## src/sv/dwos_pkg.sv

```systemverilog
// Shared types and constants for the daily window output scheduler.
// Holds the request and result payload structs, request kinds and register indexes.
// No dependencies.
package dwos_pkg;

    localparam int NUM_CH      = 5;
    localparam int DAY_MINUTES = 1440;

    // Request kinds.
    localparam logic [1:0] KIND_TICK  = 2'd0;
    localparam logic [1:0] KIND_ARM   = 2'd1;
    localparam logic [1:0] KIND_CLEAR = 2'd2;

    // Configuration register indexes.
    localparam logic [2:0] REG_LIGHT_WINDOW  = 3'd0;
    localparam logic [2:0] REG_FAN_WINDOW    = 3'd4;
    localparam logic [2:0] REG_ZONE_OFFSET   = 3'd5;
    localparam logic [2:0] REG_DEFAULT_HOLD  = 3'd6;

    // Reset values of the registers.
    localparam logic [22:0] WIN_RESET [NUM_CH] = '{
        23'd738480, 23'd860595, 23'd860595, 23'd983535, 23'd1107000
    };
    localparam logic [31:0] DEFAULT_HOLD_RESET = 32'd100000;

    typedef struct packed {
        logic [1:0]  kind;
        logic [47:0] now_ms;
        logic [39:0] wall_seconds;
        logic        time_valid;
        logic [2:0]  target;
        logic [31:0] hold_req_ms;
        logic [4:0]  current_states;
    } item_t;

    typedef struct packed {
        logic [4:0]  set_mask;
        logic [4:0]  drive_states;
        logic        pulse_zone;
        logic        applied;
        logic [10:0] minute_now;
    } result_t;

endpackage

```

## src/sv/daily_window_output_scheduler_unit.sv

```systemverilog
// Top level of the daily window output scheduler.
// Pipeline that derives the local minute of the day, evaluates five channel windows
// and tracks manual overrides. Depends on dwos_pkg.
//
// Usage: requests enter on item/item_valid/item_stall and each one yields exactly one
// result on result/result_valid/result_stall, in request order. Kind tick evaluates
// the windows when time is valid, kind arm starts an override on one channel and
// kind clear drops it and evaluates if time is valid. Configuration is written through
// cfg_write/cfg_index/cfg_data while no request is in flight.
// An accepted request moves through stages 1, 2 and 3 into the output register; one
// request is accepted every cycle while the pipeline is not backed up. The minute
// of the day comes out of three stages (seconds folded modulo one day, folded again,
// scaled by a reciprocal of 15); override state is read and written only in the final
// stage, so a request always sees the overrides left by the one before it.
// Reset clears every override, restores the register defaults and empties the
// pipeline. When the receiver stalls, the result waits in the output register and
// earlier stages keep filling; the request side stalls only once all stages hold work.
module daily_window_output_scheduler_unit
    import dwos_pkg::*;
(
    input  logic        clk,
    input  logic        rst_n,
    input  logic        item_valid,
    output logic        item_stall,
    input  item_t       item,
    output logic        result_valid,
    input  logic        result_stall,
    output result_t     result,
    input  logic        cfg_write,
    input  logic [2:0]  cfg_index,
    input  logic [31:0] cfg_data
);

    // Fields that ride along the pipeline unchanged.
    typedef struct packed {
        logic [1:0]  kind;
        logic [2:0]  target;
        logic        time_valid;
        logic [4:0]  current_states;
        logic [47:0] now_ms;
        logic [48:0] expiry;
    } ctx_t;

    localparam logic [10:0] SEC_FOLD1  = 11'd23;     // 2^11 mod 675
    localparam logic [9:0]  SEC_FOLD2  = 10'd529;    // 2^22 mod 675
    localparam logic [11:0] BLOCK      = 12'd675;    // 86400 / 128
    localparam logic [15:0] RECIP_15   = 16'd34953;  // ceil(2^19 / 15)

    function automatic logic window_on(input logic [22:0] w, input logic [10:0] m);
        logic [10:0] st;
        logic [10:0] en;
        logic        on;
        st = w[21:11];
        en = w[10:0];
        if (!w[22])
        begin
            on = 1'b0;
        end
        else if (st == en)
        begin
            on = 1'b1;
        end
        else if (st < en)
        begin
            on = (m >= st) && (m < en);
        end
        else
        begin
            on = (m >= st) || (m < en);
        end
        return on;
    endfunction

    // Configuration registers.
    logic [22:0]        win_reg [NUM_CH];
    logic signed [10:0] zone_offset_reg;
    logic [31:0]        default_hold_reg;

    // Override state.
    logic [NUM_CH-1:0]  ovr_on_reg;
    logic [NUM_CH-1:0]  ovr_on_next;
    logic [48:0]        ovr_exp_reg  [NUM_CH];
    logic [48:0]        ovr_exp_next [NUM_CH];

    // Pipeline registers.
    logic        s1_valid_reg, s2_valid_reg, s3_valid_reg, out_valid_reg;
    ctx_t        s1_ctx_reg, s2_ctx_reg, s3_ctx_reg;
    ctx_t        s1_ctx_next;
    logic [20:0] s1_fold_reg, s1_fold_next;
    logic [4:0]  s1_lo_reg;
    logic [14:0] s2_quarter_reg, s2_quarter_next;
    logic [10:0] s3_utc_reg, s3_utc_next;
    result_t     out_reg, out_next;

    logic        out_ready, s3_ready, s2_ready, s1_ready;
    logic        out_fire;

    assign out_ready  = !out_valid_reg || !result_stall;
    assign s3_ready   = !s3_valid_reg || out_ready;
    assign s2_ready   = !s2_valid_reg || s3_ready;
    assign s1_ready   = !s1_valid_reg || s2_ready;
    assign item_stall = !s1_ready;
    assign out_fire   = s3_valid_reg && out_ready;

    assign result_valid = out_valid_reg;
    assign result       = out_reg;

    // Stage 1: hold time, expiry sum and the first fold of seconds / 128 modulo 675.
    logic [31:0] hold_ms;
    always_comb
    begin
        hold_ms = (item.hold_req_ms != 32'd0) ? item.hold_req_ms : default_hold_reg;
        s1_ctx_next.kind           = item.kind;
        s1_ctx_next.target         = item.target;
        s1_ctx_next.time_valid     = item.time_valid;
        s1_ctx_next.current_states = item.current_states;
        s1_ctx_next.now_ms         = item.now_ms;
        s1_ctx_next.expiry         = {1'b0, item.now_ms} + {17'd0, hold_ms};
        s1_fold_next = 21'(item.wall_seconds[39:29] * SEC_FOLD2)
                     + 21'(item.wall_seconds[28:18] * SEC_FOLD1)
                     + {10'd0, item.wall_seconds[17:7]};
    end

    // Stage 2: finish the modulo 675 reduction, giving the second of the day / 4.
    logic [14:0] fold_a;
    logic [11:0] fold_b;
    logic [9:0]  day_block;
    always_comb
    begin
        fold_a = 15'(s1_fold_reg[20:11] * 5'd23) + {4'd0, s1_fold_reg[10:0]};
        fold_b = 12'(fold_a[14:11] * 5'd23) + {1'b0, fold_a[10:0]};
        if (fold_b >= 12'(3 * 675))
        begin
            day_block = 10'(fold_b - 12'(3 * 675));
        end
        else if (fold_b >= 12'(2 * 675))
        begin
            day_block = 10'(fold_b - 12'(2 * 675));
        end
        else if (fold_b >= BLOCK)
        begin
            day_block = 10'(fold_b - BLOCK);
        end
        else
        begin
            day_block = fold_b[9:0];
        end
        s2_quarter_next = {day_block, s1_lo_reg};
    end

    // Stage 3: UTC minute of the day = (seconds / 4) / 15 by reciprocal.
    logic [30:0] recip_prod;
    always_comb
    begin
        recip_prod  = 31'(s2_quarter_reg * RECIP_15);
        s3_utc_next = recip_prod[29:19];
    end

    // Final stage: local minute, windows and override bookkeeping.
    logic signed [12:0] local_raw;
    logic [10:0]        minute;
    logic               tgt_ok;
    logic               do_apply;
    logic [NUM_CH-1:0]  want;
    logic [NUM_CH-1:0]  mask;
    always_comb
    begin
        local_raw = $signed({2'b00, s3_utc_reg}) + 13'(zone_offset_reg);
        if (local_raw < 0)
        begin
            minute = 11'(local_raw + 13'(DAY_MINUTES));
        end
        else if (local_raw >= 13'(DAY_MINUTES))
        begin
            minute = 11'(local_raw - 13'(DAY_MINUTES));
        end
        else
        begin
            minute = local_raw[10:0];
        end

        ovr_on_next = ovr_on_reg;
        for (int i = 0; i < NUM_CH; i++)
        begin
            ovr_exp_next[i] = ovr_exp_reg[i];
        end
        tgt_ok   = s3_ctx_reg.target <= 3'(NUM_CH - 1);
        do_apply = 1'b0;
        case (s3_ctx_reg.kind)
            KIND_TICK:
            begin
                do_apply = s3_ctx_reg.time_valid;
            end
            KIND_ARM:
            begin
                if (tgt_ok)
                begin
                    ovr_on_next[s3_ctx_reg.target]  = 1'b1;
                    ovr_exp_next[s3_ctx_reg.target] = s3_ctx_reg.expiry;
                end
            end
            KIND_CLEAR:
            begin
                if (tgt_ok)
                begin
                    ovr_on_next[s3_ctx_reg.target]  = 1'b0;
                    ovr_exp_next[s3_ctx_reg.target] = '0;
                    do_apply = s3_ctx_reg.time_valid;
                end
            end
            default:
            begin
                do_apply = 1'b0;
            end
        endcase

        want = '0;
        mask = '0;
        out_next = '0;
        if (do_apply)
        begin
            for (int i = 0; i < NUM_CH; i++)
            begin
                want[i] = window_on(win_reg[i], minute);
                // An expired override is dropped and the channel follows its window.
                if (ovr_on_next[i] && ({1'b0, s3_ctx_reg.now_ms} >= ovr_exp_reg[i]))
                begin
                    ovr_on_next[i] = 1'b0;
                end
                if (!ovr_on_next[i] && (s3_ctx_reg.current_states[i] != want[i]))
                begin
                    mask[i] = 1'b1;
                end
            end
            out_next.set_mask     = mask;
            out_next.drive_states = want;
            out_next.pulse_zone   = mask[2];
            out_next.applied      = 1'b1;
            out_next.minute_now   = minute;
        end
    end

    // Control state of the pipeline and the overrides.
    always_ff @(posedge clk or negedge rst_n)
    begin
        if (!rst_n)
        begin
            s1_valid_reg  <= 1'b0;
            s2_valid_reg  <= 1'b0;
            s3_valid_reg  <= 1'b0;
            out_valid_reg <= 1'b0;
            ovr_on_reg    <= '0;
            for (int i = 0; i < NUM_CH; i++)
            begin
                ovr_exp_reg[i] <= '0;
            end
        end
        else
        begin
            if (s1_ready)
            begin
                s1_valid_reg <= item_valid;
            end
            if (s2_ready)
            begin
                s2_valid_reg <= s1_valid_reg;
            end
            if (s3_ready)
            begin
                s3_valid_reg <= s2_valid_reg;
            end
            if (out_ready)
            begin
                out_valid_reg <= s3_valid_reg;
            end
            if (out_fire)
            begin
                ovr_on_reg <= ovr_on_next;
                for (int i = 0; i < NUM_CH; i++)
                begin
                    ovr_exp_reg[i] <= ovr_exp_next[i];
                end
            end
        end
    end

    // Payload registers.
    always_ff @(posedge clk)
    begin
        if (s1_ready && item_valid)
        begin
            s1_ctx_reg  <= s1_ctx_next;
            s1_fold_reg <= s1_fold_next;
            s1_lo_reg   <= item.wall_seconds[6:2];
        end
        if (s2_ready && s1_valid_reg)
        begin
            s2_ctx_reg     <= s1_ctx_reg;
            s2_quarter_reg <= s2_quarter_next;
        end
        if (s3_ready && s2_valid_reg)
        begin
            s3_ctx_reg <= s2_ctx_reg;
            s3_utc_reg <= s3_utc_next;
        end
        if (out_fire)
        begin
            out_reg <= out_next;
        end
    end

    // Configuration registers.
    always_ff @(posedge clk or negedge rst_n)
    begin
        if (!rst_n)
        begin
            for (int i = 0; i < NUM_CH; i++)
            begin
                win_reg[i] <= WIN_RESET[i];
            end
            zone_offset_reg  <= '0;
            default_hold_reg <= DEFAULT_HOLD_RESET;
        end
        else if (cfg_write)
        begin
            if (cfg_index >= REG_LIGHT_WINDOW && cfg_index <= REG_FAN_WINDOW)
            begin
                win_reg[cfg_index] <= cfg_data[22:0];
            end
            else if (cfg_index == REG_ZONE_OFFSET)
            begin
                zone_offset_reg <= $signed(cfg_data[10:0]);
            end
            else if (cfg_index == REG_DEFAULT_HOLD)
            begin
                default_hold_reg <= cfg_data;
            end
        end
    end

    // A result that was not evaluated carries no channel writes and no minute.
    assert property (@(posedge clk) disable iff (!rst_n)
        result_valid && !result.applied |->
            result.set_mask == 5'd0 && result.drive_states == 5'd0
            && result.minute_now == 11'd0)
        else $error("unapplied result carries data");

    // The zone pulse request follows the write of channel 2.
    assert property (@(posedge clk) disable iff (!rst_n)
        result_valid |-> result.pulse_zone == result.set_mask[2])
        else $error("pulse_zone differs from set_mask bit 2");

    // The local minute is always within one day.
    assert property (@(posedge clk) disable iff (!rst_n)
        result_valid && result.applied |-> result.minute_now < 11'(DAY_MINUTES))
        else $error("minute_now out of range");

    // With an empty pipeline, a request is never stalled.
    assert property (@(posedge clk) disable iff (!rst_n)
        !s1_valid_reg && !s2_valid_reg && !s3_valid_reg && !out_valid_reg |-> !item_stall)
        else $error("request stalled while the pipeline is empty");

    // An override on channel 0 is dropped as soon as it is cleared.
    assert property (@(posedge clk) disable iff (!rst_n)
        out_fire && s3_ctx_reg.kind == KIND_CLEAR && s3_ctx_reg.target == 3'd0
            |=> !ovr_on_reg[0])
        else $error("override on channel 0 survived a clear");

endmodule

```

## config.mk

```make
export PLATFORM = sky130hd
export DESIGN_NAME = daily_window_output_scheduler_unit
export DESIGN_NICKNAME = d
export VERILOG_FILES = /design/src/sv/dwos_pkg.sv /design/src/sv/daily_window_output_scheduler_unit.sv
export SDC_FILE = /design/constraint.sdc
export NUM_CORES = 2
export LEC_CHECK = 0
export BUFFER_PORTS_ARGS = -buffer_cell sky130_fd_sc_hd__buf_2
export CORE_MARGIN = 3
export CORE_UTILIZATION = 65
export CTS_BUF_LIST = sky130_fd_sc_hd__clkbuf_4 sky130_fd_sc_hd__clkbuf_8
export CTS_CLUSTER_SIZE = 10
export DETAILED_ROUTE_END_ITERATION = 7
export PLACE_DENSITY = 0.91
export SETUP_SLACK_MARGIN = 0.02
export SYNTH_ARGS = -nofsm -noshare
export SYNTH_HDL_FRONTEND = slang
export SYNTH_SLANG_ARGS = --single-unit
```

## constraint.sdc

```tcl
create_clock -name clk -period 16.11 [get_ports clk]
set_input_delay 2.4165 -clock clk [delete_from_list [all_inputs] [get_ports clk]]
set_output_delay 2.4165 -clock clk [all_outputs]
set_load 0.01 [all_outputs]
```

### Word-level counts from Yosys, hierarchy flattened

Index checks and enable logic that the tools add are counted.

| storage, ports and cells | value |
|---|---|
| flip-flop bits (word level) | 811 |
| bits of input ports | 171 |
| output and inout port bits | 25 |
| logic and storage cells | 228 |

| operators by class | value |
|---|---|
| $add $sub $neg | 11 |
| multipliers | 5 |
| magnitude comparators | 34 |
| eq/ne operators | 16 |
| multiplexer cells | 59 |
| bitwise gates (word level) | 9 |
| reductions and logical operators | 50 |

Operators by type and width:

| cell | number |
|---|---|
| $mux W245 | 2 |
| $pmux W245 S2 | 1 |
| $and A245 B245 Y245 | 1 |
| $bwmux W245 | 1 |
| $ge A48 B49 Y1 | 5 |
| $not A245 Y245 | 1 |
| $demux W49 S3 | 1 |
| $bwmux W115 | 1 |
| $lt A11 B11 Y1 | 10 |
| $demux W23 S3 | 1 |
| $eq A11 B11 Y1 | 5 |
| $ge A11 B11 Y1 | 5 |
| $add A48 B32 Y49 | 1 |
| $mux W49 | 1 |
| $mux W1 | 37 |
| $mux W32 | 1 |
| $reduce_bool A32 Y1 | 1 |
| $mul A15 B16 Y30 const B | 1 |
| $mux W10 | 3 |
| $ge A12 B11 Y1 const B | 2 |
| $logic_and A1 B1 Y1 | 23 |
| $mux W23 | 1 |
| $mux W11 | 2 |
| $add A21 B11 Y21 | 1 |
| other kinds (42) | 76 |

### Depth between registers and ports, before layout

| logic depth | value |
|---|---|
| depth in word-level cells | 14 |
| mapped depth | 36 |
| mapped depth without buffers | 34 |

### Least setup slack after synthesis

No wires, ideal clock.

| timing | value |
|---|---|
| kind | in2reg |
| from | input port result_stall |
| to | register s3_ctx_reg[0] in the netlist's numbering, enable pin |
| setup time | 613 ps |
| arrival | 7898 ps |
| data required time | 15497 ps |
| slack | 7600 ps |
| stages on the path | 2 |
| buffers on the path | 0 |
| path through | and3_1 > nor2b_1 |

| on the way | value |
|---|---|
| word-level cells in the longest chain between the ends | 4 |

Ends and longest elaborated chain:

| item | RTL line | source |
|---|---|---|
| start, declared | daily_window_output_scheduler_unit.sv:27 | `input logic result_stall,` |
| $logic_not A1 Y1 | daily_window_output_scheduler_unit.sv:98 | `assign out_ready = !out_valid_reg \|\| !result_stall;` |
| $logic_or A1 B1 Y1 | daily_window_output_scheduler_unit.sv:98 |  |
| $logic_or A1 B1 Y1 | daily_window_output_scheduler_unit.sv:99 | `assign s3_ready = !s3_valid_reg \|\| out_ready;` |
| $logic_and A1 B1 Y1 | daily_window_output_scheduler_unit.sv:301 | `if (s3_ready && s2_valid_reg)` |
| end signal, assigned | daily_window_output_scheduler_unit.sv:303 | `s3_ctx_reg <= s2_ctx_reg;` |
| end, declared | daily_window_output_scheduler_unit.sv:87 | `ctx_t s1_ctx_reg, s2_ctx_reg, s3_ctx_reg;` |

No other way between the ends.
A chain may end at the register's enable or synchronous reset.

### Worst setup path in the final report

| timing | value |
|---|---|
| from | register s1_fold_reg[17] |
| to | register s2_quarter_reg[12], data pin |

| on the way | value |
|---|---|
| word-level cells in the longest chain between the ends | 8 |
| elaborated cells between the ends (all ways) | 13 |
| those cells by class | 5 x add/sub; 2 x mul; 3 x order compare; 3 x mux |

Ends and longest elaborated chain:

| item | RTL line | source |
|---|---|---|
| start, declared | daily_window_output_scheduler_unit.sv:89 | `logic [20:0] s1_fold_reg, s1_fold_next;` |
| start signal, assigned | daily_window_output_scheduler_unit.sv:293 | `s1_fold_reg <= s1_fold_next;` |
| $mul A10 B5 Y15 (*) | daily_window_output_scheduler_unit.sv:130 | `fold_a = 15'(s1_fold_reg[20:11] * 5'd23) + {4'd0, s1_fold_reg[10:0]};` |
| $add A15 B11 Y15 (*) | daily_window_output_scheduler_unit.sv:130 |  |
| $mul A4 B5 Y9 | daily_window_output_scheduler_unit.sv:131 | `fold_b = 12'(fold_a[14:11] * 5'd23) + {1'b0, fold_a[10:0]};` |
| $add A9 B11 Y12 (*) | daily_window_output_scheduler_unit.sv:131 |  |
| $sub A10 B10 Y10 / $ge A12 B10 Y1 (equally long branches) | daily_window_output_scheduler_unit.sv:142, daily_window_output_scheduler_unit.sv:140 |  |
| $mux W10 | daily_window_output_scheduler_unit.sv:140 | `else if (fold_b >= BLOCK)` |
| $mux W10 | daily_window_output_scheduler_unit.sv:136 | `else if (fold_b >= 12'(2 * 675))` |
| $mux W10 (*) | daily_window_output_scheduler_unit.sv:132 | `if (fold_b >= 12'(3 * 675))` |
| net day_block[7] | daily_window_output_scheduler_unit.sv:127 | `logic [9:0] day_block;` |
| end signal, assigned | daily_window_output_scheduler_unit.sv:299 | `s2_quarter_reg <= s2_quarter_next;` |
| end, declared | daily_window_output_scheduler_unit.sv:91 | `logic [14:0] s2_quarter_reg, s2_quarter_next;` |

The timed path passes the listed nets; every way through them passes the cells marked *.

==> summary.txt <==
Status
  – Result of the run: completed

Global route
  – Overall routing resource usage: 0.316
  – Vias in the first global route: 36500
  – Wire length of the first global-routing pass: 191000 um
  – Total global routing overflow: 0
  – Pin count of the biggest net entering global routing: 99
  – Initial antenna violation count: 3

Worst setup path
  – Peak fanout along the critical path: 13
  – Critical path's largest stage delay: 0.54 ns
  – Buffers and inverters on the worst path: 6
  – Data required time at the worst endpoint: 16.65 ns
  – Kind of cell adding the most delay to the critical path: adder cells
  – Worst EP arrival: 9.76 ns
  – Slowest cell on the critical path: sky130_fd_sc_hd__fa_1
  – Setup CP Type: flip-flop to flip-flop
  – Nature of the critical path endpoint: flip-flop
  – Startpoint Class: flip-flop
  – Dominant cell type by count on the critical path: sky130_fd_sc_hd__inv_1

Synth
  – Yosys synthesis warning count: 0
  – Proportion of synthesized chip area in sequential cells: 0.467
  – Fraction of synthesis flops using an asynchronous set or reset pin: 0.509
  – Flops & latches, synth: 810
  – Count of cell types in the netlist: 92
  – Post-Synthesis Cell Area: 0.0478 sq mm
  – Net Count, Synth: 5335
  – Gate count of the mapped netlist: 4382
  – Post-synth EDFFs: 398
  – Flip-flop cell with the highest count after synthesis: sky130_fd_sc_hd__edfxtp_1
  – Average instance area after synthesis: 10.9 sq um

Floorplanning
  – Die height: 277 um
  – Horiz. Die Dim: 277 um
  – Total Die Area: 0.0769 sq mm
  – # rows: 98
  – Initial core utilization: 0.662
  – Core Region: 0.0722 sq mm
  – Ports: 196

Timing
  – Setup repair after global routing missed its margin: no
  – Relative slew slack: 0.174
  – Number of max-slew violations in the final report: 0
  – Slew at the pin with the worst max-slew slack: 1.23 ns
  – Min Hold Slack: 0.381 ns
  – Fmax: 109 MHz
  – Sum of negative setup slack: 0 ns
  – Fraction of the cycle the final worst path needs: 0.572
  – Post-route clock skew: 0.0471 ns
  – Setup violations, final: 0
  – Total count of hold-check failures in the final report: 0
  – Minimum clock period after layout: 9.21 ns

Drt
  – Highest metal layer with signal wires: met5
  – Vias after detailed routing: 34900
  – Met3 WL: 9340 um
  – Detailed route wirelength on metal2: 57500 um
  – Routed via count divided by cell count: 6.10
  – Routed wirelength normalized by instance count: 21.0 um
  – Detailed-route DRC error count: 0
  – First-pass iteration count of the detailed router: 8
  – Total routed wirelength: 120000 um
  – Count of nets left with antenna violations after detail routing: 0
  – Drt first-iter violations: 3103
  – Wire length the detailed router placed on met1: 45900 um

Clocking
  – Total setup buffers inserted after CTS: 0
  – Number of clock sinks seen by CTS: 810
  – TritonCTS clock tree: yes
  – Root buffer cell: sky130_fd_sc_hd__clkbuf_8
  – H-tree depth reported by CTS: 4
  – Total clock buffers created by CTS: 136
  – Resize count post-CTS: 0
  – Clock latency on the worst-skew pair: 0.83 ns
  – Number of hold-repair buffers added at the cts stage: 0
  – CTS clock-pin slew for the worst setup and hold paths: 0.06 ns
  – Maximum buffer depth of the clock tree: 3

Layout
  – Max reg flops: 245
  – Fraction of final layout cells with drive strength greater than 1: 0.134
  – P&R area growth vs syn: 10.5%
  – Final Cell Area: 0.0529 sq mm
  – Number of nets in the layout: 5597

Job
  – Max-cap violations: 0

Placed design
  – Number of I/O port buffers: 193
  – Placed Instance Area: 0.0499 sq mm
  – Placed wire-length estimate: 84300 um
  – Routability-driven placement congestion ratio: 0.918

Min path
  – Worst min-delay path class: flip-flop to flip-flop
[worst register-to-register path: cells and delay by family (launching register included)]
family | cells | cell delay [ns]
adders and majority gates | 8 | 3.40
xor gates and xnor gates | 3 | 0.65
buffers and inverters | 6 | 0.37
AOI/OAI and AO/OA | 12 | 2.68
and+or+nand+nor | 4 | 1.44
DFF | 1 | 0.47
[stage by stage]
stage / utilization / instances / worst slack, ns
after floorplan: - / 4382 / 7.60
final: 0.732 / 5711 / 6.90
after detailed placement: 0.691 / 5456 / 7.04
after global routing: 0.732 / 5710 / 6.26
after CTS: 0.732 / 5709 / 6.98
after global placement: 0.691 / 5456 / 7.25
[final timing paths]
check                                 from                 end  slack [ns]  cells after the start
max                        s1_fold_reg[17]  s2_quarter_reg[12]        6.90                     33
min                           s1_lo_reg[2]   s2_quarter_reg[2]        0.38                      0
max reg2reg                s1_fold_reg[17]  s2_quarter_reg[12]        6.90                     33
min reg2reg                   s1_lo_reg[2]   s2_quarter_reg[2]        0.38                      0
max in group asynchronous            rst_n         win_reg[22]       12.42                      3
min in group asynchronous            rst_n    ovr_exp_reg[209]        1.63                      1
[Yosys cell counts, types with 74 or more instances]
master	instances	area [sq um]
sky130_fd_sc_hd__a21oi_1	175	876
sky130_fd_sc_hd__a21o_1	157	1180
sky130_fd_sc_hd__mux2_2	74	833
sky130_fd_sc_hd__edfxtp_1	398	12000
sky130_fd_sc_hd__nand2b_1	93	582
sky130_fd_sc_hd__o21ai_0	456	2280
sky130_fd_sc_hd__clkbuf_1	90	338
sky130_fd_sc_hd__ha_1	676	8460
sky130_fd_sc_hd__fa_1	106	2120
sky130_fd_sc_hd__nand2_1	420	1580
sky130_fd_sc_hd__nor2_1	121	454
sky130_fd_sc_hd__inv_1	580	2180
sky130_fd_sc_hd__dfrtp_1	358	8960
[cell families after synthesis]
family                   count (synthesis)  share of synthesized area
AO/OA/AOI/OAI                          999                      0.127
adder cells (fa/ha/maj)                785                      0.222
multiplexers                            79                     0.0186
buffers and inverters                  679                     0.0537
XOR/XNOR                               113                     0.0208
AND/OR/NAND/NOR                        917                     0.0912
flip-flops                             810                      0.467
[layout by cell type, fill, tap and decap left out, types with 19 or more instances in the layout]
master / count
sky130_fd_sc_hd__o211ai_1: 19
sky130_fd_sc_hd__edfxtp_1: 398
sky130_fd_sc_hd__nor2b_1: 43
sky130_fd_sc_hd__nor4_1: 19
sky130_fd_sc_hd__buf_4: 29
sky130_fd_sc_hd__clkbuf_4: 48
sky130_fd_sc_hd__nand4_1: 51
sky130_fd_sc_hd__nand2_1: 417
sky130_fd_sc_hd__nand2b_1: 93
sky130_fd_sc_hd__buf_2: 192
sky130_fd_sc_hd__inv_1: 580
sky130_fd_sc_hd__a211oi_1: 23
sky130_fd_sc_hd__clkbuf_8: 159
sky130_fd_sc_hd__fa_1: 106
sky130_fd_sc_hd__mux2_2: 74
sky130_fd_sc_hd__nand3_1: 41
sky130_fd_sc_hd__o21a_1: 30
sky130_fd_sc_hd__ha_1: 675
sky130_fd_sc_hd__dfstp_2: 54
sky130_fd_sc_hd__nor2_1: 120
sky130_fd_sc_hd__xor2_1: 41
sky130_fd_sc_hd__nor3_1: 32
sky130_fd_sc_hd__a21oi_1: 175
sky130_fd_sc_hd__xnor2_1: 71
sky130_fd_sc_hd__a21o_1: 157
sky130_fd_sc_hd__o21ai_0: 456
sky130_fd_sc_hd__dfrtp_1: 358
[cell type report]
type | count | area (sq um)
Multi-Input combinational cell | 2893 | 23000
Sequential cell | 810 | 22300
Antenna cell | 2 | 5.00
Clock inverter | 46 | 412
Timing Repair Buffer | 222 | 1190
Fill cell | 4451 | 19400
Clock buffer | 207 | 2550
Tap cell | 950 | 1190
Inverter | 581 | 2180
[per-layer routing]
metal | GRT usage | up-vias
met5 | 0 | -
met4 | 0.184 | 2
li1 | - | 15900
met2 | 0.518 | 1518
met1 | 0.385 | 17000
met3 | 0.0703 | 464
Power is left out: the tool's default activity adds up to more than one toggle a clock period on the data nets, which glitch-free logic cannot reach.
